### src/rtl/ppu_ram.sv
// ppu_ram: generic simple dual-port ram, one write and one registered read port
// depends on nothing
module ppu_ram #(
    parameter int WIDTH = 8,
    parameter int DEPTH = 64,
    localparam int AW = (DEPTH > 1) ? $clog2(DEPTH) : 1
) (
    input  logic             clk,
    input  logic             wr_en,
    input  logic [AW-1:0]    wr_addr,
    input  logic [WIDTH-1:0] wr_data,
    input  logic             rd_en,
    input  logic [AW-1:0]    rd_addr,
    output logic [WIDTH-1:0] rd_data
);

    logic [WIDTH-1:0] mem [DEPTH];
    logic [WIDTH-1:0] rd_data_reg;

    always_ff @(posedge clk)
    begin
        if (wr_en)
        begin
            mem[wr_addr] <= wr_data;
        end
        if (rd_en)
        begin
            rd_data_reg <= mem[rd_addr];
        end
    end

    assign rd_data = rd_data_reg;

endmodule

### config.mk
export PLATFORM = sky130hd
export DESIGN_NAME = ppu_ram
export DESIGN_NICKNAME = d
export VERILOG_FILES = /design/src/rtl/ppu_ram.sv
export SDC_FILE = /design/constraint.sdc
export NUM_CORES = 1
export LEC_CHECK = 0
export CORE_UTILIZATION = 55
export CTS_BUF_LIST = sky130_fd_sc_hd__clkbuf_16
export CTS_CLUSTER_DIAMETER = 40
export DETAILED_ROUTE_END_ITERATION = 8
export DONT_BUFFER_PORTS = 1
export PLACE_DENSITY_LB_ADDON = 0.15
export SYNTH_ARGS = -nofsm -noshare
export SYNTH_HDL_FRONTEND = slang
export SYNTH_SLANG_ARGS = --single-unit
export TNS_END_PERCENT = 100
### constraint.sdc
create_clock -name clk -period 7.9 [get_ports clk]
set_clock_uncertainty 0.1 [all_clocks]
set_input_delay 2.37 -clock clk [delete_from_list [all_inputs] [get_ports clk]]
set_output_delay 2.37 -clock clk [all_outputs]
set_load 0.1 [all_outputs]
==> metrics.txt, run 1 <==
FF+latch count, synth=520; multi-input logic area=4320 sq um; GP Congestion=0.794; synth warn=0; worst-margin pin slew=1.01 ns; post-CTS sizing=0; cts hold-fix bufs=0; Synth-to-Final Area Change=10.9%; DRC viols=0; number of global-route vias before repair=9497; Seq/Total Area, Yosys=77.1%; total power=5.91 mW; register area=15600 sq um; Vias/cell=6.32; final setup vio count=0; ant diodes=0; final cycle utilization of the critical path=51.6%; library cells used by synthesis=39; setup_tns=0 ns; final antenna-violating net count=0; status=finished clean; RSZ-0062 raised after global routing=no; Slew Limit Fails=0; Fin Hold WS=0.836 ns; Crit Path Category=reg2out; H-tree level count=2; I/O pin cnt=31; Reg power frac=52.4%; VDD IR-drop max=200 uV; DR iter-0 viols=808; initial antenna violation count=0; global-route wire length before repair=62.6 mm; Worst Hold Class=reg2reg; most frequent cell after synthesis=edfxtp_1; Root Buffer=clkbuf_16; share of cells above drive strength 1=23.8%; clk_lat worst skew=0.60 ns; dominant cell type by area after synthesis=edfxtp_1; global route total overflow=0; Post-Syn Area=20200 sq um; Filler Cells Inserted=2455; IO Port Bufs=0; Achievable Freq=0.245 GHz; placed cells=1352; Max transition margin=32.5%; final hold violations=0; Final Worst Setup Slack=3.82 ns; area share of the largest cell type after synthesis=77.1%; Synth area leaders=edfxtp_1 (77%), mux4_2 (14%), nor2_1 (1.5%); cts bufs inserted=60; initial core utilization=56.4%; Pwr per Cell Area=263 nW/um^2; DRT Wirelength=41.8 mm; DP HPWL=23.7 mm; leakage=6.94 nW; crit end category=primary output; largest net degree at the start of global routing=138; Post-layout nets=976; Finished Cell Area=22500 sq um; die footprint=37600 sq um; die width=194 um; Bufs on Longest Clock Path=3; Synth top cells by count=edfxtp_1 (520), mux4_2 (126), nor2_1 (83); Post-synth EDFFs=520; CP startpoint kind=register; GRT Total Usage=23.2%; Logic pwr share=2.6%; Syn Area/Cell=21.5 sq um; Clk pwr share=45.0%; sw power=1.21 mW; post-synthesis cell count=940; DRT Pass-1 Iters=5; post-DR wirelength/cell=28.6 um; crit path max fanout=1; Int Pwr=4.70 mW; total of max-cap violations=0; CTS tree=yes; max reg flops=512; syn nets=963; setup bufs post-CTS=0; share of flip-flops with an asynchronous set or reset=0%; row count=69; DIE HEIGHT=194 um; dpl cell area=20500 sq um; Main synth FF type=edfxtp_1; Net Sw Frac=20.5%; min Tclk post-route=4.08 ns; utilization after layout=62.5%; WP data required=5.43 ns; critical path arrival=1.61 ns; Worst-path clk slew=0.06 ns; via count=9242; fin cells=1462; Core Region=35900 sq um; CTS Sinks=520; setup slack after placement=3.51 ns
cells by family after synthesis:
logic type / share of synthesized area (%)
multiplexers: 15.9
flip-flops: 77.1
AO/OA/AOI/OAI: 2.06
AND/OR/NAND/NOR: 3.37
buffers and inverters: 1.56
cell type report:
cell class | count | share of cell area, %
clock inverter | 49 | 1.83
sequential | 520 | 69.5
timing repair buffer | 2 | 0.0668
tap | 461 | 2.57
clock buffer | 61 | 6.80
multi-input combinational | 369 | 19.2
cells in the final DEF, fill, tap and decap left out, types with 3 or more instances in the layout:
cell type	n
mux2_2	13
bufinv_16	4
clkinv_2	6
nand3b_1	3
o22ai_1	8
clkinv_4	6
o221ai_1	8
inv_1	9
mux4_2	126
clkinvlp_4	8
nor2_1	83
nand2_1	19
nand3_1	13
nor3_1	7
a211oi_1	4
a22oi_1	3
clkbuf_16	61
nor2b_1	14
clkinv_1	6
a221oi_1	6
inv_6	8
o2bb2ai_1	3
o2111ai_1	3
edfxtp_1	520
mux2i_1	23
a21oi_1	3
nand2b_1	7
tightest hold or removal path: cells and delay by family, from the launching register on:
family | cells | cell delay (ns)
compound gates | 3 | 0.46
flops | 1 | 0.32
mux | 1 | 0.06
power by group through the flow:
stage	sequential, mW	combinational (mW)	clock, mW
final	3.10	0.154	2.66
after global routing	3.10	0.162	2.80
after CTS	3.10	0.154	2.69
after detailed placement	3.15	0.154	0
after global placement	3.15	0.153	0
after floorplan	3.15	0.163	0
metal layers:
layer | vias up | global-route usage (%) | routed length (um)
met3 | 60 | 5.41 | 3520
met2 | 360 | 35.7 | 19700
met5 | - | 0 | 0
met4 | 0 | 6.82 | 826
li1 | 3980 | - | -
met1 | 4842 | 33.6 | 17800
worst paths after layout:
kind | from | endpoint | slack [ns] | cells after the start
max | rd_data[7]$_DFFE_PP_ | rd_data[7] | 3.82 | 0
min | mem[34][2]$_DFFE_PP_ | rd_data[2]$_DFFE_PP_ | 0.84 | 4
max reg2reg | mem[29][6]$_DFFE_PP_ | rd_data[6]$_DFFE_PP_ | 5.65 | 5
min reg2reg | mem[34][2]$_DFFE_PP_ | rd_data[2]$_DFFE_PP_ | 0.84 | 4
(Power assumes the default switching activity.)
==> run 2, diff against run 1 <==
==> constraint.sdc (replaced) <==
create_clock -name clk -period 3.4 [get_ports clk]
set_clock_uncertainty 0.1 [all_clocks]
set_input_delay 1.02 -clock clk [delete_from_list [all_inputs] [get_ports clk]]
set_output_delay 1.02 -clock clk [all_outputs]
set_load 0.1 [all_outputs]
==> run 2 against run 1 <==
Effect of this change: register-to-register slack worse by 4.6 ns; sequential share of layout area is 1.7 points lower; global-route usage is 0.26 points higher; largest cell class unchanged; highest routed layer unchanged; clock power is 130% higher; first-iteration DRC count is 24% higher; cell count is 5.2% higher; combinational power grew to 2.8 times the previous value; critical path type unchanged.
==> metrics.txt, run 2 (synthesized netlist as in run 1, its figures left out) <==
post-DR wirelength/cell=27.7 um; Pwr per Cell Area=594 nW/um^2; Fin Hold WS=0.431 ns; final setup vio count=0; die width=194 um; die footprint=37600 sq um; max reg flops=512; H-tree level count=2; setup_tns=0 ns; number of global-route vias before repair=9904; Vias/cell=6.21; Root Buffer=clkbuf_16; CTS Sinks=520; CP startpoint kind=register; critical path arrival=1.61 ns; Bufs on Longest Clock Path=3; DR iter-0 viols=1001; Core Region=35900 sq um; worst hold endpoint=mem[8][6]$_DFFE_PP_; final hold violations=0; crit path from=rd_data[4]$_DFFE_PP_; Crit Path Category=reg2out; worst reg2reg startpoint=mem[24][4]$_DFFE_PP_; status=finished clean; setup slack after placement=0.396 ns; sw power=2.77 mW; final cycle utilization of the critical path=80.4%; DRT Wirelength=42.6 mm; DRT Pass-1 Iters=5; DRC viols=0; global route total overflow=0; min-delay src=wr_data[6]; CTS tree=yes; row count=69; RSZ-0062 raised after global routing=no; total of max-cap violations=0; Worst-path clk slew=0.06 ns; DP HPWL=24.3 mm; final antenna-violating net count=0; clk_lat worst skew=0.59 ns; WHS Path Cells=0; crit path max fanout=1; IO Port Bufs=0; Int Pwr=10.9 mW; VDD IR-drop max=447 uV; leakage=7.35 nW; initial antenna violation count=0; Finished Cell Area=23000 sq um; utilization after layout=64.1%; total power=13.7 mW; worst-margin pin slew=1.01 ns; cts hold-fix bufs=0; dpl cell area=21100 sq um; GP Congestion=0.791; Logic pwr share=3.2%; FF-to-FF End=rd_data[4]$_DFFE_PP_; Achievable Freq=0.366 GHz; ant diodes=0; most frequent cells in the layout=edfxtp_1 (520), mux4_2 (126), nor2_1 (83); Synth-to-Final Area Change=13.7%; WP data required=2.28 ns; via count=9554; crit end category=primary output; GRT Total Usage=23.4%; placed cells=1432; largest net degree at the start of global routing=138; initial core utilization=56.4%; setup bufs post-CTS=0; Slew Limit Fails=0; fin cells=1538; Clk pwr share=44.7%; cts bufs inserted=60; Net Sw Frac=20.2%; commonest non-fill, non-tap cell in the layout=edfxtp_1; worst-case reg-to-reg path depth=5; DIE HEIGHT=194 um; post-CTS sizing=0; global-route wire length before repair=64.1 mm; min Tclk post-route=2.73 ns; Max transition margin=32.5%; Final Worst Setup Slack=0.667 ns; Reg power frac=52.2%; Post-layout nets=1056; share of cells above drive strength 1=29.2%; I/O pin cnt=31; setup slack, reg-to-reg=1.09 ns; Worst Hold Class=in2reg
[run 2: layer usage]
metal  routed length [um]  global-route usage (%)
met1                18900                    34.8
met2                19800                    35.6
met3                 2890                    4.78
met4                  942                    7.20
met5                    0                       0
[run 2: worst max-delay path by stage]
stage                     depth (start not counted)                   end
final                                             0            rd_data[4]
after global routing                              0            rd_data[4]
after CTS                                         0            rd_data[4]
after detailed placement                          5  rd_data[4]$_DFFE_PP_
after global placement                            5  rd_data[4]$_DFFE_PP_
after floorplan                                   7  rd_data[3]$_DFFE_PP_
[run 2: power groups by stage]
stage / Clock [mW] / Sequential (mW) / Combinational (mW)
floorplan: 0 / 7.32 / 0.378
global placement: 0 / 7.27 / 0.431
detailed placement: 0 / 7.28 / 0.434
CTS: 6.21 / 7.14 / 0.435
global route: 6.43 / 7.14 / 0.454
finish: 6.11 / 7.14 / 0.434
[run 2: final cells by class]
class	instances	area (sq um)
clock buffers	61	1530
flip-flops and latches	520	15600
clock inverters	45	373
well taps	461	577
multi-input cells	369	4320
fillers	2420	12900
repair buffers	82	616
[run 2: worst reg2reg max path, stage by stage, from the launching register on]
cell and delay (ns):
edfxtp_1 0.37, mux4_2 0.46, mux2_2 0.29, o221a_2 0.29, nor3_1 0.41, o32ai_1 0.14
