$ cat src/rtl/ppu_pkg.sv
// ppu_pkg: shared constants, types and saturation helpers for particle_pool_update
// depends on nothing; used by ppu_alu, particle_pool_update, the checker and the test bench
package ppu_pkg;

    localparam int POOL   = 64;
    localparam int ADDR_W = (POOL > 1) ? $clog2(POOL) : 1;
    localparam int CNT_W  = $clog2(POOL + 1);

    localparam int LIFE_MS      = 1000;
    localparam int SPAWN_BIAS   = 200000;
    localparam int JITTER_UNIT  = 1000;
    localparam int GREY_BASE    = 5000;
    localparam int GREY_STEP    = 100;
    localparam int SHADE_MAX    = 99;
    localparam int ALPHA_FULL   = 10000;
    localparam int ALPHA_PER_MS = 25;

    localparam logic OP_SPAWN    = 1'b0;
    localparam logic OP_TICK     = 1'b1;
    localparam logic KIND_SPAWN  = 1'b0;
    localparam logic KIND_RECORD = 1'b1;

    typedef struct packed {
        logic        [9:0]  life;
        logic signed [31:0] pos_x;
        logic signed [31:0] pos_y;
        logic        [13:0] grey;
        logic signed [14:0] alpha;
    } entry_t;

    typedef struct packed {
        entry_t ent;
        logic   alive;
    } tick_t;

    typedef struct packed {
        logic               kind;
        logic        [5:0]  slot;
        logic signed [31:0] pos_x;
        logic signed [31:0] pos_y;
        logic        [13:0] grey;
        logic signed [14:0] opacity;
        logic               last;
    } out_rec_t;

    typedef enum logic [5:0] {
        ST_IDLE   = 6'b000001,
        ST_SEARCH = 6'b000010,
        ST_SPAWN  = 6'b000100,
        ST_UPDATE = 6'b001000,
        ST_SCAN   = 6'b010000,
        ST_LOAD   = 6'b100000
    } state_t;

    function automatic logic signed [31:0] sat32(input logic signed [33:0] v);
        logic signed [31:0] r;
        if (v > 34'sd2147483647)
            r = 32'sh7FFF_FFFF;
        else if (v < -34'sd2147483648)
            r = 32'sh8000_0000;
        else
            r = v[31:0];
        return r;
    endfunction

    function automatic logic signed [14:0] sat15(input logic signed [22:0] v);
        logic signed [14:0] r;
        if (v > 23'sd16383)
            r = 15'sh3FFF;
        else if (v < -23'sd16384)
            r = 15'sh4000;
        else
            r = v[14:0];
        return r;
    endfunction

endpackage

$ cat src/rtl/ppu_alu.sv
// ppu_alu: spawn field computation and per-slot tick update arithmetic
// depends on ppu_pkg
module ppu_alu (
    input  logic signed [6:0]  jitter,
    input  logic        [6:0]  shade,
    input  logic signed [30:0] offset_x,
    input  logic signed [30:0] offset_y,
    input  ppu_pkg::entry_t    cur,
    input  logic        [15:0] dt,
    output ppu_pkg::entry_t    spawn_ent,
    output ppu_pkg::tick_t     tick_res
);
    import ppu_pkg::*;

    logic signed [17:0] jit_ext;
    logic signed [17:0] jit_k;
    logic signed [33:0] sum_x;
    logic signed [33:0] sum_y;
    logic        [6:0]  shade_c;
    logic signed [33:0] mv_x;
    logic signed [33:0] mv_y;
    logic        [20:0] fade;
    logic signed [22:0] a_diff;

    // spawn
    always_comb
    begin
        jit_ext = 18'(jitter);
        jit_k   = jit_ext * 18'sd1000;
        sum_x   = 34'(offset_x) + 34'(jit_k) + 34'(SPAWN_BIAS);
        sum_y   = 34'(offset_y) + 34'(jit_k) + 34'(SPAWN_BIAS);
        shade_c = (shade > 7'(SHADE_MAX)) ? 7'(SHADE_MAX) : shade;
        spawn_ent.life  = 10'(LIFE_MS);
        spawn_ent.pos_x = sat32(sum_x);
        spawn_ent.pos_y = sat32(sum_y);
        spawn_ent.grey  = 14'(GREY_BASE) + 14'(shade_c) * 14'(GREY_STEP);
        spawn_ent.alpha = 15'(ALPHA_FULL);
    end

    // tick
    always_comb
    begin
        mv_x   = 34'(cur.pos_x) - $signed(34'(dt));
        mv_y   = 34'(cur.pos_y) - $signed(34'(dt));
        fade   = 21'(dt) * 21'(ALPHA_PER_MS);
        a_diff = 23'(cur.alpha) - $signed(23'(fade));
        tick_res.alive     = ({6'd0, cur.life} > dt);
        tick_res.ent.life  = cur.life - dt[9:0];
        tick_res.ent.pos_x = sat32(mv_x);
        tick_res.ent.pos_y = sat32(mv_y);
        tick_res.ent.grey  = cur.grey;
        tick_res.ent.alpha = sat15(a_diff);
    end

endmodule

$ cat config.mk
export PLATFORM = sky130hd
export DESIGN_NAME = ppu_alu
export DESIGN_NICKNAME = d
export VERILOG_FILES = /design/src/rtl/ppu_pkg.sv /design/src/rtl/ppu_alu.sv
export SDC_FILE = /design/constraint.sdc
export NUM_CORES = 1
export LEC_CHECK = 0
export BUFFER_PORTS_ARGS = -buffer_cell sky130_fd_sc_hd__buf_4
export CAP_MARGIN = 20
export CORE_MARGIN = 5
export CORE_UTILIZATION = 49
export DETAILED_ROUTE_END_ITERATION = 12
export PLACE_DENSITY = 0.81
export SLEW_MARGIN = 5
export SYNTH_ARGS = -nofsm -noshare
export SYNTH_HDL_FRONTEND = slang
export SYNTH_SLANG_ARGS = --single-unit
$ cat constraint.sdc
create_clock -name vclk -period 7
set_input_delay 0 -clock vclk [all_inputs]
set_output_delay 0 -clock vclk [all_outputs]
set_load 0.01 [all_outputs]
==> results of run 1 <==
## kinds of logic after synthesis
kind of cell | synth area share, %
muxes | 0.1807
AOI/OAI and AO/OA | 25.40
and+or+nand+nor | 15.23
buffers and inverters | 10.37
adders and majority gates | 37.07
xor gates and xnor gates | 11.68
other | 0.06379
## layout make-up
type,instances,share of cell area [%]
Multi-Input combinational cell,1358,71.77
Timing Repair Buffer,399,20.64
Inverter,203,4.977
Tap cell,319,2.607
## routing by layer
layer	GRT usage [%]	share of wire (%)	vias to the layer above
li1	-	-	6348
met1	31.13	38	6003
met2	49.42	49	548
met3	4.842	7.7	120
met4	11.95	5.3	2
met5	0	0.027	-
## cells in the mapped netlist (all sizes together) (15+ instances only)
library cell	instances
a21oi	118
a31oi	21
ha	292
nand2b	21
o21ai	169
nor2b	22
xor2	62
nand2	76
inv	203
nor2	104
o21bai	20
nor3	32
a21o	51
a211oi	15
buf	47
nand3	34
clkbuf	28
xnor2	95
fa	32
## cells in the final DEF, fill, tap and decap left out, drive strengths merged, types with 4 or more instances in the layout
cell / n
o31a: 5
nor3: 32
a2111oi: 4
o21ai: 169
a31oi: 21
nor2: 104
buf: 394
fa: 32
nand3: 34
maj3: 7
ha: 292
nand2b: 21
o21a: 11
nor4: 10
o31ai: 12
nor2b: 22
conb: 27
a211o: 5
nand2: 76
o311ai: 4
and3: 9
nor3b: 4
inv: 203
a21o: 51
o2111ai: 4
a211oi: 15
xor2: 62
a41oi: 4
clkbuf: 5
nand4: 8
o21bai: 20
and2: 10
or3: 7
xnor2: 95
a21oi: 118
nor4b: 4
a21boi: 8
o211ai: 7
or2: 7
## final timing paths
check	start	endpoint	slack (ps)	cells past startpoint
max	jitter[2]	spawn_ent[69]	180	35
min	cur[18]	tick_res[19]	0.004	0
## stage by stage
step                hold WS (ps)  worst slack [ps]  TNS (ps)
floorplan                  91.77             26.22         0
global placement         0.06862             86.83         0
detailed placement       0.06862            -52.44    -556.7
CTS                      0.06862             13.23         0
global route             0.01508            -115.8     -4042
finish                  0.004473             176.9         0
## power breakdown
part	switching [W]	internal, W	total, W
clock network	0	0	0
registers	0	0	0
logic	0.00328	0.00261	0.00589
## timing repair
item,CTS,global route
gates resized for setup,4,72
setup endpoints to repair,29,62
gates cloned,0,5
pin swaps,3,27
endpoints found under the hold margin,0,0
hold buffers,0,0
setup buffers,0,5
==> summary.md, run 1 <==
| Metric | Value |
|---|---|
| Share of the synthesized area in the top cell type | between 30% and 40% |
| Detailed Route WL | slightly above 40 mm |
| Drt initial violations | between 600 and 700 |
| Tightest Hold Check Type | primary input to output port |
| Initial Utilization | between 50% and 60% |
| Final std cells w/o fill | between 2000 and 2500 |
| Fin util | roughly 65% |
| Cell count after placement | ~2300 |
| Worst slew margin | between 20 and 30% |
| Detailed placer's ending HPWL | ~36 mm |
| Vias in the first global route | ~12000 |
| Slowest CP cell | fa_1 |
| Die area | roughly 0.027 mm² |
| Via count | 13020 |
| Hold Fails Final Rpt | 0 |
| Num ports | approximately 400 |
| Design area | 0.01531 mm² |
| CP peak stage delay | about 600 ps |
| Drt first pass iters | 6 |
| Largest net degree at the start of global routing | 32 |
| Area growth from synthesis to layout | 30.05% |
| Tmin final | approximately 6800 ps |
| Synthesized area | around 0.012 mm² |
| Lkg Pwr | 7.912 nW |
| Fill cell count | 2104 |
| Status | finished clean |
| Die width | 165 µm |
| Core Footprint | between 0.02 and 0.025 mm² |
| Ant diodes | 0 |
| Sequential standard cell area | 0 µm² |
| Unique masters post-synth | a little under 80 |
| Kind of critical path | primary input to output port |
| Max-cap violations | 0 |
| Synth area leaders | ha_1 31%, xnor2_1 7.1%, o21ai_0 6.9% |
| VDD IR-drop max | 438.6 µV |
| Worst Path Buf+Inv | 9 |
| ANT nets after route | 0 |
| Setup violations, final | 0 |
| Worst path most repeated cell | a21o_1 |
| Global-route wire length before repair | about 60 mm |
| Vias/cell | around 5.7 |
| Net count, final | between 2000 and 2500 |
| Die Y | 165 µm |
| Cells after synthesis | ~1600 |
| Launching element type of the critical path | primary input |
| CP endpoint kind | output port |
| GR Util All Layers | between 20 and 30% |
| Initial antenna violation count | 1 |
| Sequential fraction of the synthesis area | 0% |
| Tightest Pin Transition | ~1100 ps |
| Global route overflow | 0 |
| Seq Cell Count | 0 |
| Pwr Density | around 380 mW/mm² |
| Worst-path fanout max | 9 |
| DRC viols | 0 |
| Worst Path Arrival | about 7000 ps |
| FP Rows | 56 |
| YS warnings | 0 |
| Largest area contributor in the netlist | ha_1 |
| Crit-path leading delay family | adder cells |
| Area of the multi-input gates | 0.01099 mm² |
| Final Cycle Share | 97.47% |
| Port Buffers | around 350 |
| Syn avg cell area | 7.308 µm² |
| Max-slew violation count | 0 |
| Placer Congestion | 1.017 |
| Maximum achievable frequency | ~150 MHz |
| WL/cell | ~18 µm |
| Area after DPL | 0.01482 mm² |
| Clkbuf count | 0 |
| Share of layout cells above drive strength 1 | 24.29% |
| CP required | approximately 7000 ps |
| Design Power | 0.005888 W |
Power figures use the tool's default switching activity.
==> inputs of run 2 (changes only) <==
--- a/config.mk
+++ b/config.mk
@@ -7,10 +7,13 @@
 export LEC_CHECK = 0
 export BUFFER_PORTS_ARGS = -buffer_cell sky130_fd_sc_hd__buf_4
 export CAP_MARGIN = 20
+export CELL_PAD_IN_SITES_DETAIL_PLACEMENT = 1
+export CELL_PAD_IN_SITES_GLOBAL_PLACEMENT = 1
+export CORE_ASPECT_RATIO = 1.2
 export CORE_MARGIN = 5
-export CORE_UTILIZATION = 49
+export CORE_UTILIZATION = 34
 export DETAILED_ROUTE_END_ITERATION = 12
-export PLACE_DENSITY = 0.81
+export PLACE_DENSITY_LB_ADDON = 0.1
 export SLEW_MARGIN = 5
 export SYNTH_ARGS = -nofsm -noshare
 export SYNTH_HDL_FRONTEND = slang
==> run 2 against run 1 <==
Against the previous run: flip-flop and latch count did not move; cell count rose by 6.5%; total power fell by 3.4%; largest cell class unchanged; final area rose by 1.2%.
==> summary.md, run 2 (synthesized netlist as in run 1, its figures left out) <==
| Metric | Value |
|---|---|
| Detailed placer's ending HPWL | around 38 mm |
| Worst Path Arrival | a little under 7000 ps |
| Initial antenna violation count | 1 |
| Hold_buf cts | 0 |
| Maximum achievable frequency | about 150 MHz |
| Worst Hold End | tick_res[29] |
| CP endpoint kind | output port |
| ANT nets after route | 0 |
| Area of the multi-input gates | 0.01096 mm² |
| Sequential Power Share | 0% |
| Commonest non-fill, non-tap cells in the layout | 397 x buf_4, 283 x ha_1, 201 x inv_1 |
| Clkbuf count | 0 |
| Net count, final | 2492 |
| P_int | around 0.0026 W |
| Area growth from synthesis to layout | 31.57% |
| Vias in the first global route | 13320 |
| Num ports | 402 |
| Die width | around 180 µm |
| Setup violations, final | 0 |
| Detailed Route WL | 43.40 mm |
| Tightest Pin Transition | between 500 and 600 ps |
| Die Y | approximately 210 µm |
| CP required | roughly 7000 ps |
| Tightest Hold Check Type | primary input to output port |
| Die area | approximately 0.038 mm² |
| Most common cell after layout, fill and taps aside | buf_4 |
| Final WS setup | 154.3 ps |
| Initial Utilization | between 30 and 40% |
| WL/cell | about 18 µm |
| Setup TNS | 0 ps |
| Tmin final | 6846 ps |
| Net Sw Power | around 0.0031 W |
| Fill cell count | 4300 |
| Status | finished clean |
| Kind of critical path | primary input to output port |
| Vias/cell | between 5 and 6 |
| Global route overflow | 0 |
| Hold depth | 0 |
| Sequential standard cell area | 0 µm² |
| Combinational share of power | between 90% and 100% |
| Largest net degree at the start of global routing | 32 |
| Clock share of power | 0% |
| Max-slew violation count | 0 |
| Hold Fails Final Rpt | 0 |
| Slowest CP cell | fa_1 |
| Port Buffers | ~350 |
| Critical Path Start | jitter[1] |
| Switching Share | a little over half |
| Worst-path fanout max | 7 |
| GR Util All Layers | 20.77% |
| Drt initial violations | between 300 and 400 |
| Pwr Density | 367.1 mW/mm² |
| Placer Congestion | approximately 0.9 |
| DRC viols | 0 |
| Global-route wire length before repair | between 60 and 70 mm |
| Worst slew margin | about three fifths |
| Final Cycle Share | between 90% and 100% |
| Launching element type of the critical path | primary input |
| Seq Cell Count | 0 |
| Pre-CTS WS | -249.9 ps |
| Hold_sp | cur[28] |
| Ant diodes | 0 |
| Lkg Pwr | just under 8 nW |
| VDD IR-drop max | ~200 µV |
| Drt first pass iters | 4 |
| Core Footprint | approximately 0.034 mm² |
| Max-cap violations | 0 |
| FP Rows | 74 |
| Via count | ~13000 |
| Share of layout cells above drive strength 1 | between 20% and 30% |
| CP peak stage delay | about 550 ps |
## run 2: cell type report
cell class                      instances  area share (%)
Tap cell                              456           3.684
Inverter                              203           4.920
Multi-Input combinational cell       1358           70.74
Timing Repair Buffer                  410           20.66
## run 2: how the worst max path moves through the flow
stage | end | slack (ps)
floorplan | spawn_ent[41] | 30
global placement | spawn_ent[57] | 60
detailed placement | spawn_ent[36] | -250
CTS | spawn_ent[72] | 30
global route | spawn_ent[83] | -120
finish | spawn_ent[82] | 150
## run 2: worst max-delay path: cells and delay by family
family / cells / cell delay (ps)
adder cells (fa/ha/maj): 7 / 2670
AO/OA/AOI/OAI: 10 / 1690
buffers and inverters: 9 / 1130
AND/OR/NAND/NOR: 6 / 780
multiplexers: 1 / 340
XOR/XNOR: 1 / 250
## run 2: power by group through the flow
stage | clock [W] | combinational (W) | sequential [W]
after floorplan | 0 | 0.00355 | 0
after global placement | 0 | 0.00543 | 0
after detailed placement | 0 | 0.00553 | 0
after CTS | 0 | 0.00561 | 0
after global routing | 0 | 0.00629 | 0
final | 0 | 0.00569 | 0
## run 2: through the flow
stage               hold WS [ps]  cells  area [µm²]  util [%]  power, W
floorplan                  91.77   1636       11890         -  0.003551
global placement         0.06862   2408       14980     43.84  0.005431
detailed placement       0.06862   2408       14980     43.84  0.005528
CTS                      0.06862   2415       15140     44.33  0.005608
global route             0.01514   2427       15490     45.33  0.006292
finish                  0.003515   2427       15490     45.33  0.005687
## run 2: metal layers
| layer | part of all wire (%) | vias to the layer above | GRT usage (%) | wire length (µm) |
|---|---|---|---|---|
| met3 | 4.8 | 37 | 3.376 | 2078 |
| met1 | 40 | 6007 | 23.54 | 17350 |
| met4 | 1.5 | 2 | 2.129 | 643 |
| met5 | 0.046 | - | 0 | 20 |
| li1 | - | 6344 | - | - |
| met2 | 54 | 252 | 42.08 | 23310 |
## run 2: repair_timing
| action | 4_1_cts | 5_1_grt |
|---|---|---|
| buffers inserted | 6 | 6 |
| gates cloned | 1 | 4 |
| endpoints found under the setup margin | 59 | 62 |
| pin swaps | 11 | 30 |
| gates resized for setup | 16 | 57 |
